<file path="config.mk">
export PLATFORM = sky130hd
export DESIGN_NAME = lane_zone_nearest_object_select
export DESIGN_NICKNAME = d
export VERILOG_FILES = /design/src/design/lzns_pkg.sv /design/src/design/lzns_fifo.sv /design/src/design/lzns_front.sv /design/src/design/lzns_back.sv /design/src/design/lane_zone_nearest_object_select.sv
export SDC_FILE = /design/constraint.sdc
export NUM_CORES = 1
export LEC_CHECK = 0
export BUFFER_PORTS_ARGS = -buffer_cell sky130_fd_sc_hd__buf_4
export CORE_MARGIN = 1.5
export CORE_UTILIZATION = 65
export DETAILED_ROUTE_END_ITERATION = 8
export PLACE_DENSITY = 0.85
export SETUP_SLACK_MARGIN = 0.3
export SLEW_MARGIN = 10
export SYNTH_ARGS = -nofsm -noshare
export SYNTH_HDL_FRONTEND = slang
export SYNTH_SLANG_ARGS = --single-unit
</file>
<file path="constraint.sdc">
create_clock -name i_clk -period 6.72 [get_ports i_clk]
set_input_delay 0.672 -clock i_clk [delete_from_list [all_inputs] [get_ports i_clk]]
set_output_delay 0.672 -clock i_clk [all_outputs]
set_load 0.05 [all_outputs]
</file>
<file path="src/design/lzns_pkg.sv">
// ----------------------------------------------------------------------------
// lzns_pkg
// Shared types and constants for the lane zone nearest object selector.
// ----------------------------------------------------------------------------
package lzns_pkg;

    // positions are 1/16 m, a lane is 4 m wide, lane edge band is 0.75 m
    localparam int POS_FRAC_BITS = 4;
    localparam int S_BITS        = 17;
    localparam int D_BITS        = 8;
    localparam int LANE_SHIFT    = POS_FRAC_BITS + 2;
    localparam int LANE_BITS     = D_BITS - LANE_SHIFT;
    localparam int LANE_W        = 1 << LANE_SHIFT;
    localparam int EDGE_W        = (3 << POS_FRAC_BITS) >> 2;

    localparam int ZONES         = 6;
    localparam int BEHIND_BASE   = 3;
    localparam int QUEUE_DEPTH   = 4;

    localparam int CFG_IDX_BITS  = 3;
    localparam int CFG_DATA_BITS = 13;
    localparam int RANGE_BITS    = 13;
    localparam int MARGIN_BITS   = 12;
    localparam int RLANE_BITS    = 2;

    localparam logic [RANGE_BITS-1:0]  RST_MAX_FRONT   = 13'd800;
    localparam logic [RANGE_BITS-1:0]  RST_MAX_REAR    = 13'd480;
    localparam logic [MARGIN_BITS-1:0] RST_BLIND_FRONT = 12'd160;
    localparam logic [MARGIN_BITS-1:0] RST_BLIND_REAR  = 12'd160;
    localparam logic [RLANE_BITS-1:0]  RST_RIGHTMOST   = 2'd2;

    typedef enum logic [CFG_IDX_BITS-1:0] {
        CFG_MAX_FRONT   = 3'd0,
        CFG_MAX_REAR    = 3'd1,
        CFG_BLIND_FRONT = 3'd2,
        CFG_BLIND_REAR  = 3'd3,
        CFG_RIGHTMOST   = 3'd4
    } t_cfg_idx;

    // classified beat passed from front to back
    typedef struct packed {
        logic [ZONES-1:0]  offer;    // zone 0..2 ahead (ego,left,right), 3..5 behind
        logic              blind_l;
        logic              blind_r;
        logic              has_l;
        logic              has_r;
        logic              last;
        logic [S_BITS-1:0] s;
    } t_cls;

    typedef struct packed {
        logic pop;
        logic last;
    } t_back_stat;

endpackage

</file>
<file path="src/design/lzns_fifo.sv">
// ----------------------------------------------------------------------------
// lzns_fifo
// Small register queue decoupling the classifier from the zone tracker.
// ----------------------------------------------------------------------------
module lzns_fifo #(
    parameter int WIDTH = 8,
    parameter int DEPTH = 4
) (
    input  logic             i_clk,
    input  logic             i_rst_n,
    input  logic             i_wr,
    input  logic [WIDTH-1:0] i_wdata,
    output logic             o_full,
    input  logic             i_rd,
    output logic [WIDTH-1:0] o_rdata,
    output logic             o_empty
);
    localparam int AW = $clog2(DEPTH);

    logic [WIDTH-1:0] r_mem [DEPTH];
    logic [AW:0]      r_wp;
    logic [AW:0]      r_rp;

    assign o_empty = (r_wp == r_rp);
    assign o_full  = (r_wp[AW] != r_rp[AW]) && (r_wp[AW-1:0] == r_rp[AW-1:0]);
    assign o_rdata = r_mem[r_rp[AW-1:0]];

    always_ff @(posedge i_clk) begin
        if (!i_rst_n) begin
            r_wp <= '0;
            r_rp <= '0;
        end else begin
            if (i_wr && !o_full) r_wp <= r_wp + 1'b1;
            if (i_rd && !o_empty) r_rp <= r_rp + 1'b1;
        end
    end

    always_ff @(posedge i_clk) begin
        if (i_wr && !o_full) r_mem[r_wp[AW-1:0]] <= i_wdata;
    end

endmodule

</file>
<file path="src/design/lzns_front.sv">
// ----------------------------------------------------------------------------
// lzns_front
// Config registers plus range, zone and lane classification of each beat.
// ----------------------------------------------------------------------------
module lzns_front (
    input  logic                              i_clk,
    input  logic                              i_rst_n,
    input  logic                              i_cfg_we,
    input  logic [lzns_pkg::CFG_IDX_BITS-1:0] i_cfg_idx,
    input  logic [lzns_pkg::CFG_DATA_BITS-1:0] i_cfg_wdata,
    input  logic                              i_tracked,
    input  logic [lzns_pkg::S_BITS-1:0]       i_obj_s,
    input  logic [lzns_pkg::D_BITS-1:0]       i_obj_d,
    input  logic [lzns_pkg::S_BITS-1:0]       i_ego_s,
    input  logic [lzns_pkg::D_BITS-1:0]       i_ego_d,
    input  logic                              i_last,
    output lzns_pkg::t_cls                    o_cls
);
    import lzns_pkg::*;

    localparam int LW = LANE_BITS + 2;
    localparam int SW = S_BITS + 1;

    logic [RANGE_BITS-1:0]  r_max_front;
    logic [RANGE_BITS-1:0]  r_max_rear;
    logic [MARGIN_BITS-1:0] r_blind_front;
    logic [MARGIN_BITS-1:0] r_blind_rear;
    logic [RLANE_BITS-1:0]  r_rightmost;

    always_ff @(posedge i_clk) begin
        if (!i_rst_n) begin
            r_max_front   <= RST_MAX_FRONT;
            r_max_rear    <= RST_MAX_REAR;
            r_blind_front <= RST_BLIND_FRONT;
            r_blind_rear  <= RST_BLIND_REAR;
            r_rightmost   <= RST_RIGHTMOST;
        end else if (i_cfg_we) begin
            unique case (i_cfg_idx)
                CFG_MAX_FRONT:   r_max_front   <= i_cfg_wdata[RANGE_BITS-1:0];
                CFG_MAX_REAR:    r_max_rear    <= i_cfg_wdata[RANGE_BITS-1:0];
                CFG_BLIND_FRONT: r_blind_front <= i_cfg_wdata[MARGIN_BITS-1:0];
                CFG_BLIND_REAR:  r_blind_rear  <= i_cfg_wdata[MARGIN_BITS-1:0];
                CFG_RIGHTMOST:   r_rightmost   <= i_cfg_wdata[RLANE_BITS-1:0];
                default: ;
            endcase
        end
    end

    logic [SW-1:0]         w_obj, w_ego;
    logic                  w_in_range, w_ahead, w_behind, w_zoned, w_blind;
    logic [LW-1:0]         w_ol, w_el, w_rl;
    logic [LANE_SHIFT-1:0] w_frac;
    logic                  w_le, w_re, w_in_ego, w_in_left, w_in_right;
    logic                  w_off_l, w_off_r;

    always_comb begin
        w_obj = SW'(i_obj_s);
        w_ego = SW'(i_ego_s);
        // lower bounds are compared as obj + margin < ego so nothing goes negative
        w_in_range = i_tracked &&
                     !(w_obj > w_ego + SW'(r_max_front)) &&
                     !(w_obj + SW'(r_max_rear) < w_ego);
        w_ahead  = w_obj > w_ego + SW'(r_blind_front);
        w_behind = !w_ahead && (w_obj + SW'(r_blind_rear) < w_ego);
        w_zoned  = w_ahead || w_behind;

        w_ol   = LW'(i_obj_d[D_BITS-1:LANE_SHIFT]);
        w_el   = LW'(i_ego_d[D_BITS-1:LANE_SHIFT]);
        w_rl   = LW'(r_rightmost);
        w_frac = i_obj_d[LANE_SHIFT-1:0];
        w_le   = w_frac < LANE_SHIFT'(EDGE_W);
        w_re   = w_frac > LANE_SHIFT'(LANE_W - EDGE_W);

        w_in_ego   = (w_ol == w_el) || (w_le && w_ol == w_el + 1'b1) ||
                     (w_re && w_ol + 1'b1 == w_el);
        w_in_left  = (w_ol + 1'b1 == w_el) || (w_le && w_ol == w_el) ||
                     (w_re && w_ol + LW'(2) == w_el);
        w_in_right = (w_ol == w_el + 1'b1) || (w_le && w_ol == w_el + LW'(2)) ||
                     (w_re && w_ol == w_el);

        o_cls.has_l = (w_el != '0);
        o_cls.has_r = (w_el != w_rl);
        w_off_l = w_in_range && o_cls.has_l && w_in_left;
        w_off_r = w_in_range && o_cls.has_r && w_in_right;
        w_blind = !w_zoned;

        o_cls.offer = '0;
        o_cls.offer[0] = w_ahead && w_in_range && w_in_ego;
        o_cls.offer[1] = w_ahead && w_off_l;
        o_cls.offer[2] = w_ahead && w_off_r;
        o_cls.offer[BEHIND_BASE]     = w_behind && w_in_range && w_in_ego;
        o_cls.offer[BEHIND_BASE + 1] = w_behind && w_off_l;
        o_cls.offer[BEHIND_BASE + 2] = w_behind && w_off_r;
        o_cls.blind_l = w_blind && w_off_l;
        o_cls.blind_r = w_blind && w_off_r;
        o_cls.last    = i_last;
        o_cls.s       = i_obj_s;
    end

endmodule

</file>
<file path="src/design/lzns_back.sv">
// ----------------------------------------------------------------------------
// lzns_back
// Running nearest-per-zone tracker, blind flags and registered result beat.
// ----------------------------------------------------------------------------
module lzns_back #(
    parameter int ID_BITS = 8,
    parameter int OUT_W   = 56
) (
    input  logic                 i_clk,
    input  logic                 i_rst_n,
    input  logic                 i_valid,
    input  logic [ID_BITS-1:0]   i_id,
    input  lzns_pkg::t_cls       i_cls,
    input  logic                 i_m_tready,
    output logic                 o_m_tvalid,
    output logic [OUT_W-1:0]     o_m_tdata,
    output lzns_pkg::t_back_stat o_stat
);
    import lzns_pkg::*;

    localparam int IDW   = ID_BITS + 1;
    localparam int RAW_W = ZONES * IDW + 2;

    logic [IDW-1:0]    r_id [ZONES];
    logic [S_BITS-1:0] r_s  [ZONES];
    logic              r_bl, r_br;
    logic              r_m_valid;
    logic [OUT_W-1:0]  r_m_data;

    logic [IDW-1:0]    n_id [ZONES];
    logic [ZONES-1:0]  w_take;
    logic [RAW_W-1:0]  w_raw;
    logic              w_pop;

    // a result may only leave when the output register is free or draining
    assign w_pop = i_valid && (!i_cls.last || !r_m_valid || i_m_tready);

    always_comb begin
        for (int z = 0; z < ZONES; z++) begin
            // empty slot takes anything; otherwise strictly nearer only
            w_take[z] = i_cls.offer[z] && (r_id[z][IDW-1] ||
                        ((z < BEHIND_BASE) ? (i_cls.s < r_s[z]) : (i_cls.s > r_s[z])));
            n_id[z]   = w_take[z] ? {1'b0, i_id} : r_id[z];
            w_raw[z*IDW +: IDW] = n_id[z];
        end
        w_raw[ZONES*IDW]     = r_bl | i_cls.blind_l | !i_cls.has_l;
        w_raw[ZONES*IDW + 1] = r_br | i_cls.blind_r | !i_cls.has_r;
    end

    always_ff @(posedge i_clk) begin
        if (!i_rst_n) begin
            for (int z = 0; z < ZONES; z++) r_id[z] <= '1;
            r_bl      <= 1'b0;
            r_br      <= 1'b0;
            r_m_valid <= 1'b0;
        end else begin
            if (w_pop) begin
                if (i_cls.last) begin
                    for (int z = 0; z < ZONES; z++) r_id[z] <= '1;
                    r_bl <= 1'b0;
                    r_br <= 1'b0;
                end else begin
                    for (int z = 0; z < ZONES; z++) r_id[z] <= n_id[z];
                    r_bl <= r_bl | i_cls.blind_l;
                    r_br <= r_br | i_cls.blind_r;
                end
            end
            if (w_pop && i_cls.last) r_m_valid <= 1'b1;
            else if (i_m_tready)     r_m_valid <= 1'b0;
        end
    end

    always_ff @(posedge i_clk) begin
        for (int z = 0; z < ZONES; z++) begin
            if (w_pop && w_take[z]) r_s[z] <= i_cls.s;
        end
        if (w_pop && i_cls.last) r_m_data <= OUT_W'(w_raw);
    end

    assign o_m_tvalid  = r_m_valid;
    assign o_m_tdata   = r_m_data;
    assign o_stat.pop  = w_pop;
    assign o_stat.last = i_cls.last;

endmodule

</file>
<file path="src/design/lane_zone_nearest_object_select.sv">
// ----------------------------------------------------------------------------
// lane_zone_nearest_object_select
// Nearest object ahead/behind in ego, left and right lanes, plus blind spots.
// ----------------------------------------------------------------------------
// Throughput: one object beat per cycle while the queue has room; the zone
//   tracker updates all six bests at once, so only a stalled result holds up the queue.
// Path: a last beat accepted on the stream is written to the 4-entry queue,
//   retired from its head into the output register, and taken from there.
// Reset: synchronous, active low; clears the queue, bests, blind flags and
//   output valid, and loads the range and margin registers with their defaults.
module lane_zone_nearest_object_select #(
    parameter int ID_BITS = 8
) (
    input  logic i_clk,
    input  logic i_rst_n,
    input  logic                               i_cfg_we,
    input  logic [lzns_pkg::CFG_IDX_BITS-1:0]  i_cfg_idx,
    input  logic [lzns_pkg::CFG_DATA_BITS-1:0] i_cfg_wdata,
    input  logic                               i_s_tvalid,
    output logic                               o_s_tready,
    // object_id, object_s, object_d, ego_s, ego_d, zero fill
    input  logic [((ID_BITS + 2*lzns_pkg::S_BITS + 2*lzns_pkg::D_BITS + 7) / 8) * 8 - 1:0]
                                               i_s_tdata,
    // object_tracked
    input  logic                               i_s_tuser,
    input  logic                               i_s_tlast,
    output logic                               o_m_tvalid,
    input  logic                               i_m_tready,
    // ahead_id, ahead_left_id, ahead_right_id, behind_id, behind_left_id,
    // behind_right_id, left_blind_busy, right_blind_busy, zero fill
    output logic [((lzns_pkg::ZONES * (ID_BITS + 1) + 2 + 7) / 8) * 8 - 1:0]
                                               o_m_tdata
);
    import lzns_pkg::*;

    localparam int OUT_W  = ((ZONES * (ID_BITS + 1) + 2 + 7) / 8) * 8;
    localparam int OS_LO  = ID_BITS;
    localparam int OD_LO  = OS_LO + S_BITS;
    localparam int ES_LO  = OD_LO + D_BITS;
    localparam int ED_LO  = ES_LO + S_BITS;
    localparam int CLS_W  = $bits(t_cls);
    localparam int Q_W    = ID_BITS + CLS_W;

    t_cls             w_cls, w_q_cls;
    t_back_stat       w_stat;
    logic [Q_W-1:0]   w_q_rdata;
    logic [ID_BITS-1:0] w_q_id;
    logic             w_q_full, w_q_empty;

    lzns_front u_front (
        .i_clk       (i_clk),
        .i_rst_n     (i_rst_n),
        .i_cfg_we    (i_cfg_we),
        .i_cfg_idx   (i_cfg_idx),
        .i_cfg_wdata (i_cfg_wdata),
        .i_tracked   (i_s_tuser),
        .i_obj_s     (i_s_tdata[OS_LO +: S_BITS]),
        .i_obj_d     (i_s_tdata[OD_LO +: D_BITS]),
        .i_ego_s     (i_s_tdata[ES_LO +: S_BITS]),
        .i_ego_d     (i_s_tdata[ED_LO +: D_BITS]),
        .i_last      (i_s_tlast),
        .o_cls       (w_cls)
    );

    lzns_fifo #(
        .WIDTH (Q_W),
        .DEPTH (QUEUE_DEPTH)
    ) u_queue (
        .i_clk   (i_clk),
        .i_rst_n (i_rst_n),
        .i_wr    (i_s_tvalid),
        .i_wdata ({i_s_tdata[ID_BITS-1:0], w_cls}),
        .o_full  (w_q_full),
        .i_rd    (w_stat.pop),
        .o_rdata (w_q_rdata),
        .o_empty (w_q_empty)
    );

    assign o_s_tready = !w_q_full;
    assign w_q_cls    = w_q_rdata[CLS_W-1:0];
    assign w_q_id     = w_q_rdata[Q_W-1:CLS_W];

    lzns_back #(
        .ID_BITS (ID_BITS),
        .OUT_W   (OUT_W)
    ) u_back (
        .i_clk      (i_clk),
        .i_rst_n    (i_rst_n),
        .i_valid    (!w_q_empty),
        .i_id       (w_q_id),
        .i_cls      (w_q_cls),
        .i_m_tready (i_m_tready),
        .o_m_tvalid (o_m_tvalid),
        .o_m_tdata  (o_m_tdata),
        .o_stat     (w_stat)
    );

    // a result beat only appears after the tracker retired a last beat
    a_result_from_last: assert property (@(posedge i_clk) disable iff (!i_rst_n)
        $rose(o_m_tvalid) |-> $past(w_stat.pop && w_stat.last))
        else $error("result beat without a retired last beat");

    // retiring a last beat always leaves a pending result
    a_last_gives_result: assert property (@(posedge i_clk) disable iff (!i_rst_n)
        (w_stat.pop && w_stat.last) |=> o_m_tvalid)
        else $error("last beat retired but no result pending");

    // tracker never pops an empty queue
    a_pop_nonempty: assert property (@(posedge i_clk) disable iff (!i_rst_n)
        w_stat.pop |-> !w_q_empty)
        else $error("tracker popped an empty queue");

    // nothing is presented straight after reset
    a_reset_clears: assert property (@(posedge i_clk)
        $rose(i_rst_n) |-> !o_m_tvalid)
        else $error("output valid set coming out of reset");

endmodule

</file>
Word level (Yosys, flattened, before mapping):

Memories as Yosys holds them, arrays and structs flattened. A register that Yosys moved wholly into a read port is not among the register bits.
Cells that the tools add are included.

* mux-type cells: 47
* equality and inequality tests: 13
* $add $sub $neg: 10
* reductions and logical operators: 73
* bitwise gates (word level): 16
* magnitude comparators: 12

Operator list (number)
* $mux W9: 18
* $gt A17 B17 Y1: 3
* $lt A17 B17 Y1: 3
* $logic_and A1 B1 Y1: 40
* $add A17 B12 Y18: 2
* $add A17 B13 Y18: 2
* $gt A17 B18 Y1: 2
* $lt A18 B17 Y1: 2
* $mux W1: 27
* $or A1 B1 Y1: 16
* $logic_or A1 B1 Y1: 15
* $logic_not A1 Y1: 10
* $reduce_and A2 Y1: 5
* $eq A2 B4 Y1: 2
* $eq A4 B2 Y1: 2
* $add A2 B1 Y3 const B: 2
* $add A2 B2 Y3 const B: 2
* $add A3 B1 Y3 const B: 2
* $eq A3 B2 Y1 const B: 2
* $gt A6 B6 Y1 const B: 1
* $lt A6 B4 Y1 const B: 1
* $eq A2 B2 Y1: 2
* $mux W2: 2
* $reduce_bool A2 Y1: 2
* other kinds (6): 6

* RAM bits: 300
* register bits after elaboration: 117
* memories kept: 3
* logic and storage cells: 185
* output and inout port bits: 58
* input bits: 87

Memory list
* u_queue.r_mem: depth 4, width 36, rd ports 1, clocked after memory_dff 1, wr ports 1, RTL line lzns_fifo.sv:20 `logic [WIDTH-1:0] r_mem [DEPTH];`
* u_back.r_s: depth 6, width 17, rd ports 6, clocked after memory_dff 0, wr ports 6, RTL line lzns_back.sv:25 `logic [S_BITS-1:0] r_s [ZONES];`
* u_back.r_id: depth 6, width 9, rd ports 6, clocked after memory_dff 0, wr ports 6, RTL line lzns_back.sv:24 `logic [IDW-1:0] r_id [ZONES];`

Depth between registers and ports, before layout:

Gate-level depths: netlist of the first run.

* word-level depth: 9
* mapped depth: 18
* mapped depth without buffers: 18

Modules after synthesis:

A second synthesis of the first run with hierarchy kept.

* cell total of the unflattened synthesis: 1845
* area, all modules: 22621.7 um^2

By module, submodules not included
* lzns_back: times used 1, area an instance 10616.4 um^2, cells each 784
* lzns_front: times used 1, area an instance 6244.7 um^2, cells each 803
* lzns_fifo: times used 1, area an instance 5753.0 um^2, cells each 256
* lane_zone_nearest_object_select: times used 1, area an instance 7.5 um^2, cells each 2

Worst setup path after synthesis of the first run:

No wires, ideal clock.

* kind: flip-flop to flip-flop
* start: register with a tool-made name
* end: memory u_back.r_s[0][0], enable pin
* slack: 2093 ps
* stages on the path, launching flop included: 12
* arrival: 4215 ps
* period minus slack after synthesis: 4627 ps
* library setup time: 412 ps
* cell sequence: dfxtp_1 buf_6 buf_6 buf_2 buf_2 mux4_2 ha_1 a21o_1 a211o_1 or2_2 o311a_4 nor3_1

RTL lines (RTL line)
* to (decl): lzns_back.sv:25

==> results of run 1 <==
## Yosys cell counts (38+ instances only)
| cell type | number | area share (%) |
|---|---|---|
| a21boi_0 | 42 | 1.4 |
| a21o_1 | 46 | 1.6 |
| a21oi_1 | 76 | 1.7 |
| dfxtp_1 | 63 | 5.7 |
| edfxtp_1 | 356 | 48 |
| ha_1 | 223 | 13 |
| inv_1 | 157 | 2.7 |
| mux2_2 | 38 | 1.9 |
| nand2_1 | 137 | 2.3 |
| nand2b_1 | 40 | 1.1 |
| nor2_1 | 74 | 1.3 |
| o21ai_0 | 48 | 1.1 |
| xnor2_1 | 44 | 1.7 |
## area by class of cell
class                           instances  share of cell area, %
Clock buffer                           52                   4.52
Clock inverter                         23                   1.02
Inverter                              158                   2.37
Multi-Input combinational cell       1156                   37.9
Sequential cell                       419                   47.8
Tap cell                              448                   2.24
Timing Repair Buffer                  138                   4.14
## final timing paths
kind                           from  slack (ns)                     end
max          u_front.r_max_front[0]        1.55    u_queue.r_mem[3][20]
min                    i_s_tdata[1]        0.33    u_queue.r_mem[2][29]
max reg2reg  u_front.r_max_front[0]        1.55    u_queue.r_mem[3][20]
min reg2reg  u_front.r_max_rear[10]        0.47  u_front.r_max_rear[10]
## state kept, by name (all words and copies together) (netlist names), named ones only
signal / cells
u_back.r_s: 102
u_front.r_max_front: 13
u_back.o_m_tdata: 56
u_queue.r_rp: 3
u_front.r_blind_front: 12
u_front.r_blind_rear: 12
u_back.r_bl: 1
u_queue.r_mem: 144
u_back.o_m_tvalid: 1
u_front.r_max_rear: 13
u_queue.r_wp: 3
u_front.r_rightmost: 2
u_back.r_br: 1
u_back.r_id: 54
## per-layer routing
layer	global-route usage, %	up-vias	share of wire, %	routed length (µm)
li1	-	6897	-	-
met1	35.1	7354	39	20000
met2	52.7	580	52	26600
met3	3.14	139	5.0	2570
met4	11.9	0	4.0	2070
met5	0	-	0	0
## kinds of logic after synthesis
logic type,Yosys count
compound gates,347
xor+xnor,66
fa+ha+maj,227
buf+inv,199
flops,419
mux,94
simple gates,422
## stage by stage
step	hold WS (ns)	cells	power, µW	area, µm²	util [%]
floorplan	0.429	1774	6630	22200	-
CTS	0.318	2394	10200	25000	74.5
global placement	0.444	2319	7530	23600	70.4
detailed placement	0.462	2319	7780	23600	70.4
finish	0.331	2394	10200	25000	74.5
global route	0.319	2394	10700	25000	74.5
## where the power goes
part | total (µW) | switching [µW] | internal, µW
sequential | 3930 | 228 | 3700
clock | 2360 | 975 | 1390
combinational | 3930 | 2530 | 1400
==> Flow_metrics.wiki, run 1 <==
{| class="wikitable"
! Metric !! Value
|-
| Slew at the pin with the worst max-slew slack || between 1 and 1.5 ns
|-
| Detailed-route DRC error count || 0
|-
| Clock network latency to the later pin of the worst-skew pair || around 0.54 ns
|-
| Initial Utilization || 66.1%
|-
| Fin nets || approximately 2200
|-
| Average detailed-routed wire length per instance || roughly 21 µm
|-
| Critical path required time || between 6 and 7 ns
|-
| Fillcell total || 2036
|-
| Maximum buffer depth of the clock tree || 3
|-
| Xor and xnor fraction of the mapped netlist area || between 2 and 3%
|-
| Number of levels the H-tree was split into || 2
|-
| Count of routing violations after the opening detailed-route iteration || 1087
|-
| PwrDens || between 400 and 500 mW/mm²
|-
| Placer's final routability congestion estimate || 0.915
|-
| RSZ-0062 raised after global routing || no
|-
| Run status || completed
|-
| Cell type of the slowest stage on the worst timing path || nor4bb_1
|-
| Largest stage delay, worst path || approximately 0.73 ns
|-
| Number of cells upsized or downsized after cts || 0
|-
| Mapped Area || 0.0222 mm²
|-
| Total buffers and inverters traversed by the critical path || 0
|-
| Worst reg-to-reg path cell count || 16
|-
| Floorplan Core Area || ~0.034 mm²
|-
| Startpoint class of the critical path || flip-flop
|-
| Total CTS buffers || between 40 and 50
|-
| Final setup viols || 0
|-
| Number of vias after detailed routing || roughly 15000
|-
| Path type of the worst setup path || flip-flop to flip-flop
|-
| Family with the most delay on the worst path || compound AO/OA/AOI/OAI gates
|-
| Register Area || between 0.01 and 0.015 mm²
|-
| VDD IR max || 357 µV
|-
| Hold Fails Final Rpt || 0
|-
| Static power due to leakage || between 0.009 and 0.01 µW
|-
| Hold path depth || 1
|-
| Global route total overflow || 0
|-
| Cell variety after synth || 75
|-
| Synthesized-area fraction occupied by ao, oa, aoi and oai cells || between 10 and 15%
|-
| Main flop type after synthesis || edfxtp_1
|-
| Part of the Yosys area used for sequential elements || 53.9%
|-
| Post-CTS Hold Fix Bufs || 0
|-
| Sum of negative setup slack || 0 ns
|-
| TritonCTS clock tree || done
|-
| Via density || 6.25
|-
| Flops & latches, synth || between 400 and 500
|-
| Post-synthesis cell count || 1774
|-
| Initial antenna violation count || 0
|-
| Post-synthesis adder-cell area fraction || about an eighth
|-
| Setup Skew || approximately 0.028 ns
|-
| HPWL after detailed placement || around 35000 µm
|-
| Final ANT Viol Nets || 0
|-
| Mean cell area of the mapped netlist || 12.5 µm²
|-
| Pin count of the biggest net entering global routing || 66
|-
| Critical path fanouts, max || 8
|-
| Minimum clock period || 5.17 ns
|-
| Placement Setup Slack || approximately 1.2 ns
|-
| Count of cell instances traversed by the critical path || 16
|-
| Share of layout cells above drive strength 1 || approximately 15%
|-
| Post-route clock period utilization || between 70 and 80%
|-
| Clk pin slew, worst setup/hold paths || roughly 0.070 ns
|-
| Max Slew Vio Count || 0
|-
| Drt pass-1 iters || 7
|-
| Overall track demand over capacity in global routing || between 20% and 30%
|-
| Commonest non-fill, non-tap cells in the layout || edfxtp_1 (356), ha_1 (223), inv_1 (157)
|-
| Portion of netlist area occupied by mux cells || between 6 and 7%
|-
| Sinks on Clock Net || 419
|-
| CTS root buf || clkbuf_16
|-
| Least setup slack across all paths after layout || between 1.5 and 2 ns
|-
| Critical path cell sequence || ha_1 -> fa_1 -> a21o_1 -> a21oi_1 -> o21bai_1 -> a31o_2 -> a41oi_1 -> nand2_1 -> xnor2_1 -> ha_1 -> nand4_1 -> nor4_1 -> a21oi_1 -> o311ai_2 -> o211ai_2 -> nor4bb_1
|-
| Number of flops mapped to enable cells by yosys || 356
|-
| Number of rows created at floorplan || 67
|-
| Die height || ~190 µm
|-
| Hold crit path type || input port to flip-flop
|-
| Main combinational cell family by area after synthesis || adder cells
|-
| Final routed wirelength across all metal layers || slightly above 50000 µm
|-
| Number of diodes added for antenna fixing || 0
|-
| Max-capacitance violation count || 0
|-
| Number of I/O port buffers || approximately 130
|-
| Kind of end point of the critical path || flip-flop
|-
| Number of global-route vias before repair || 15300
|-
| Area delta synth->final || 12.7%
|-
| Num ports || roughly 150
|-
| Post CTS Setup Buffer Count || 0
|-
| Basic-gate share of the synthesized area counting and, or, nand and nor cells || under 10%
|-
| CP arrival || 5.41 ns
|-
| Multi-input gate area || around 0.0095 mm²
|-
| First-pass GRT wire length || 79700 µm
|-
| Syn nets || between 2000 and 2500
|-
| Maximum achievable frequency || slightly below 200 MHz
|-
| Most frequent standard cell in the layout excluding fill and tap cells || edfxtp_1
|-
| Async set or reset register ratio after synthesis || 0%
|-
| DIE WIDTH || about 190 µm
|-
| Number of synthesis warnings || 0
|-
| Total die area || 0.0352 mm²
|-
| Max-Slew Margin vs Limit || approximately a fifth
|}
Power figures use the tool's default switching activity.
==> run 2: changes to the inputs <==
ABC_AREA = 1   (was unset)
CORE_UTILIZATION = 55   (was 65)
PLACE_DENSITY = 0.76   (was 0.85)
clock period = 4.3 ns   (was 6.72 ns; I/O delays follow)
==> run 2 against run 1 <==
Against the previous run: cell count is 21% higher; clock skew shrank 0.00086 ns; first-iteration DRC count increased by 1.9%; cell area up 0.28%; utilization down 10 points; routed wire length fell by 2.1%; area after synthesis shrank 1.2%.
==> Flow_metrics.wiki, run 2 <==
{| class="wikitable"
! Metric !! Value
|-
| TritonCTS clock tree || done
|-
| Number of diodes added for antenna fixing || 0
|-
| Placement Setup Slack || roughly 0.19 ns
|-
| Hold crit path type || input port to flip-flop
|-
| Net Sw Frac || between 40% and 50%
|-
| Number of I/O port buffers || between 100 and 150
|-
| Area contributors post-synth || edfxtp_1 (49%), ha_1 (13%), nand2_1 (6.6%)
|-
| Pin count of the biggest net entering global routing || between 70 and 80
|-
| Global route total overflow || 0
|-
| Num ports || 145
|-
| CP arrival || roughly 4.1 ns
|-
| Average detailed-routed wire length per instance || approximately 17 µm
|-
| Most frequent standard cell in the layout excluding fill and tap cells || nand2_1
|-
| Sinks on Clock Net || about 420
|-
| Post-Place Cells || 2832
|-
| Portion of netlist area occupied by mux cells || 0%
|-
| Met1 Use GR || between 20 and 30%
|-
| Cell variety after synth || 48
|-
| Clk pin slew, worst setup/hold paths || roughly 0.070 ns
|-
| Die height || 203 µm
|-
| Setup Skew || around 0.027 ns
|-
| Commonest non-fill, non-tap cells in the layout || nand2_1 (384), edfxtp_1 (356), nor2_1 (238)
|-
| Placer's final routability congestion estimate || slightly above 0.9
|-
| List of most frequent post-synthesis cells || nand2_1 (385), edfxtp_1 (356), nor2_1 (243), inv_1 (229), ha_1 (223)
|-
| Basic-gate share of the synthesized area counting and, or, nand and nor cells || roughly 16%
|-
| Fin nets || 2673
|-
| Floorplan Core Area || approximately 0.039 mm²
|-
| Count of routing violations after the opening detailed-route iteration || between 1000 and 1500
|-
| Syn nets || 2497
|-
| Initial Utilization || between 50% and 60%
|-
| Fraction of met2 tracks used by global routing || a little over two fifths
|-
| Number of rows created at floorplan || 72
|-
| RSZ-0062 raised after global routing || yes
|-
| Fraction of synthesized cell area taken by the top area cell type || between 40% and 50%
|-
| CTS root buf || clkbuf_16
|-
| Post-route clock period utilization || just under 90%
|-
| Detailed-route DRC error count || 0
|-
| Async set or reset register ratio after synthesis || 0%
|-
| Reg power frac || a little over a third
|-
| Max-capacitance violation count || 0
|-
| Minimum clock period || around 3.8 ns
|-
| Least setup slack across all paths after layout || between 0.5 and 0.6 ns
|-
| Main flop type after synthesis || edfxtp_1
|-
| Mapped Area || about 0.022 mm²
|-
| Number of synthesis warnings || 0
|-
| Final ANT Viol Nets || 0
|-
| Post-synthesis cell count || between 2000 and 2500
|-
| DIE WIDTH || about 200 µm
|-
| Number of flip-flops under the largest register name || about 140
|-
| Drt pass-1 iters || 5
|-
| Share of layout cells above drive strength 1 || 11.2%
|-
| Combinational fraction of design power || ~45%
|-
| Synthesized-area fraction occupied by ao, oa, aoi and oai cells || a little under a tenth
|-
| Hold Fails Final Rpt || 0
|-
| Internal power component || between 10000 and 15000 µW
|-
| Clk pwr share || 19.1%
|-
| Number of vias after detailed routing || approximately 16000
|-
| Xor and xnor fraction of the mapped netlist area || roughly 2.5%
|-
| Sw Pwr || between 7000 and 8000 µW
|-
| Sum of negative setup slack || 0 ns
|-
| Main combinational cell family by area after synthesis || simple AND/OR/NAND/NOR gates
|-
| Post-synthesis adder-cell area fraction || a little over an eighth
|-
| Total die area || 0.0410 mm²
|-
| Worst Hold Slack || ~0.04 ns
|-
| Critical path fanouts, max || 4
|-
| Post-CTS Hold Fix Bufs || 0
|-
| HPWL after detailed placement || between 30000 and 40000 µm
|-
| Critical path required time || between 4 and 5 ns
|-
| Maximum buffer depth of the clock tree || 3
|-
| Multi-input gate area || between 0.008 and 0.009 mm²
|-
| PwrDens || 718 mW/mm²
|-
| Final routed wirelength across all metal layers || between 50000 and 60000 µm
|-
| Part of the Yosys area used for sequential elements || 54.5%
|-
| Path type of the worst setup path || flip-flop to flip-flop
|-
| Maximum achievable frequency || 265 MHz
|-
| Startpoint class of the critical path || flip-flop
|-
| Number of flops mapped to enable cells by yosys || around 360
|-
| Final setup viols || 0
|-
| Via density || about 5.6
|-
| Number of levels the H-tree was split into || 2
|-
| Routing layer with the top usage in global route || met2
|-
| Static power due to leakage || 0.0108 µW
|-
| Flops & latches, synth || between 400 and 500
|-
| Initial antenna violation count || 0
|-
| Cell type contributing the most total cell area after synthesis || edfxtp_1
|-
| Cell with the most instances after synthesis || nand2_1
|-
| Register Area || 0.0120 mm²
|-
| Mean cell area of the mapped netlist || roughly 10 µm²
|-
| Overall track demand over capacity in global routing || about a quarter
|-
| Kind of end point of the critical path || flip-flop
|-
| Max-Slew Margin vs Limit || 28.0%
|-
| Fillcell total || approximately 3000
|-
| Max Slew Vio Count || 0
|-
| VDD IR max || 369 µV
|-
| Total CTS buffers || between 40 and 50
|-
| First-pass GRT wire length || approximately 80000 µm
|-
| Clock network latency to the later pin of the worst-skew pair || ~0.59 ns
|-
| Util after Layout || between 60% and 70%
|-
| Slew at the pin with the worst max-slew slack || 1.08 ns
|-
| Run status || completed
|-
| Number of global-route vias before repair || about 16000
|-
| Met3 track demand over resource || ~3.9%
|-
| Area delta synth->final || 14.4%
|-
| Number of cells in the finished layout apart from fillers || slightly below 3000
|}
-- run 2: cell types whose count changed after synthesis, moves of 46 or more --
cell	before	now
nand3_1	33	153
nand2_1	137	385
o21ai_0	48	159
inv_1	157	229
a21oi_1	76	122
nor2_1	74	243
-- run 2: final cells by class --
type | instances | share of cell area [%]
repair buffers | 179 | 5.61
multi-input cells | 1484 | 35.5
flip-flops and latches | 419 | 47.7
clock buffers | 53 | 4.48
clock inverters | 23 | 0.679
well taps | 518 | 2.59
inverters | 232 | 3.47
-- run 2: per-stage QoR --
step | instance area (µm²) | power [µW]
after floorplan | 21900 | 12000
after global placement | 23800 | 14200
after detailed placement | 23800 | 14600
after CTS | 25100 | 18100
after global routing | 25100 | 19200
final | 25100 | 18000
-- run 2: per-layer routing --
metal | vias to the layer above | wire [µm]
li1 | 7930 | -
met2 | 536 | 24700
met4 | 0 | 1820
met1 | 7711 | 20500
met5 | - | 0
met3 | 106 | 3010
-- run 2: cells by family after synthesis --
| group | after synthesis |
|---|---|
| and+or+nand+nor | 831 |
| AOI/OAI and AO/OA | 363 |
| buffers and inverters | 280 |
| DFF | 419 |
| adders and majority gates | 227 |
| xor gates and xnor gates | 63 |
-- run 2: critical path, stage by stage (launching register included) --
cell and delay [ns]:
dfxtp_1 0.31, ha_1 0.20, fa_1 0.43, nand2_1 0.10, o211ai_1 0.20, nand3_1 0.14
nand2_1 0.09, a21boi_1 0.26, o21ai_0 0.12, nand2_1 0.07, nand2_1 0.06, ha_1 0.29
nand2_1 0.08, nor2_1 0.06, nor2b_1 0.13, nand2_1 0.05, nand3_1 0.08, nand2_1 0.06
nand2_1 0.04, nand2_1 0.06, nand2_1 0.04, nand2_1 0.20, nand4_1 0.21, nor2_1 0.29
-- run 2: power groups by stage --
| stage | sequential [µW] | clock (µW) | combinational [µW] |
|---|---|---|---|
| finish | 6490 | 3450 | 8060 |
| global route | 6590 | 3640 | 9020 |
| CTS | 6500 | 3490 | 8090 |
| detailed placement | 6580 | 0 | 8030 |
| global placement | 6540 | 0 | 7630 |
| floorplan | 7530 | 0 | 4420 |
-- run 2: path summary, 6_finish.rpt --
kind,cells after the start,to,startpoint,slack [ns]
worst max-delay path,23,u_queue.r_mem[3][23],u_front.r_max_front[0],0.52
worst min-delay path,1,u_queue.r_mem[3][28],i_s_tdata[0],0.04
worst max register to register,23,u_queue.r_mem[3][23],u_front.r_max_front[0],0.52
worst min register to register,2,u_front.r_max_front[5],u_front.r_max_front[5],0.46
-- run 2: what timing repair did --
action | CTS | global route
gates resized for setup | 0 | 3
buffers inserted | 0 | 0
setup endpoints to repair | 0 | 32
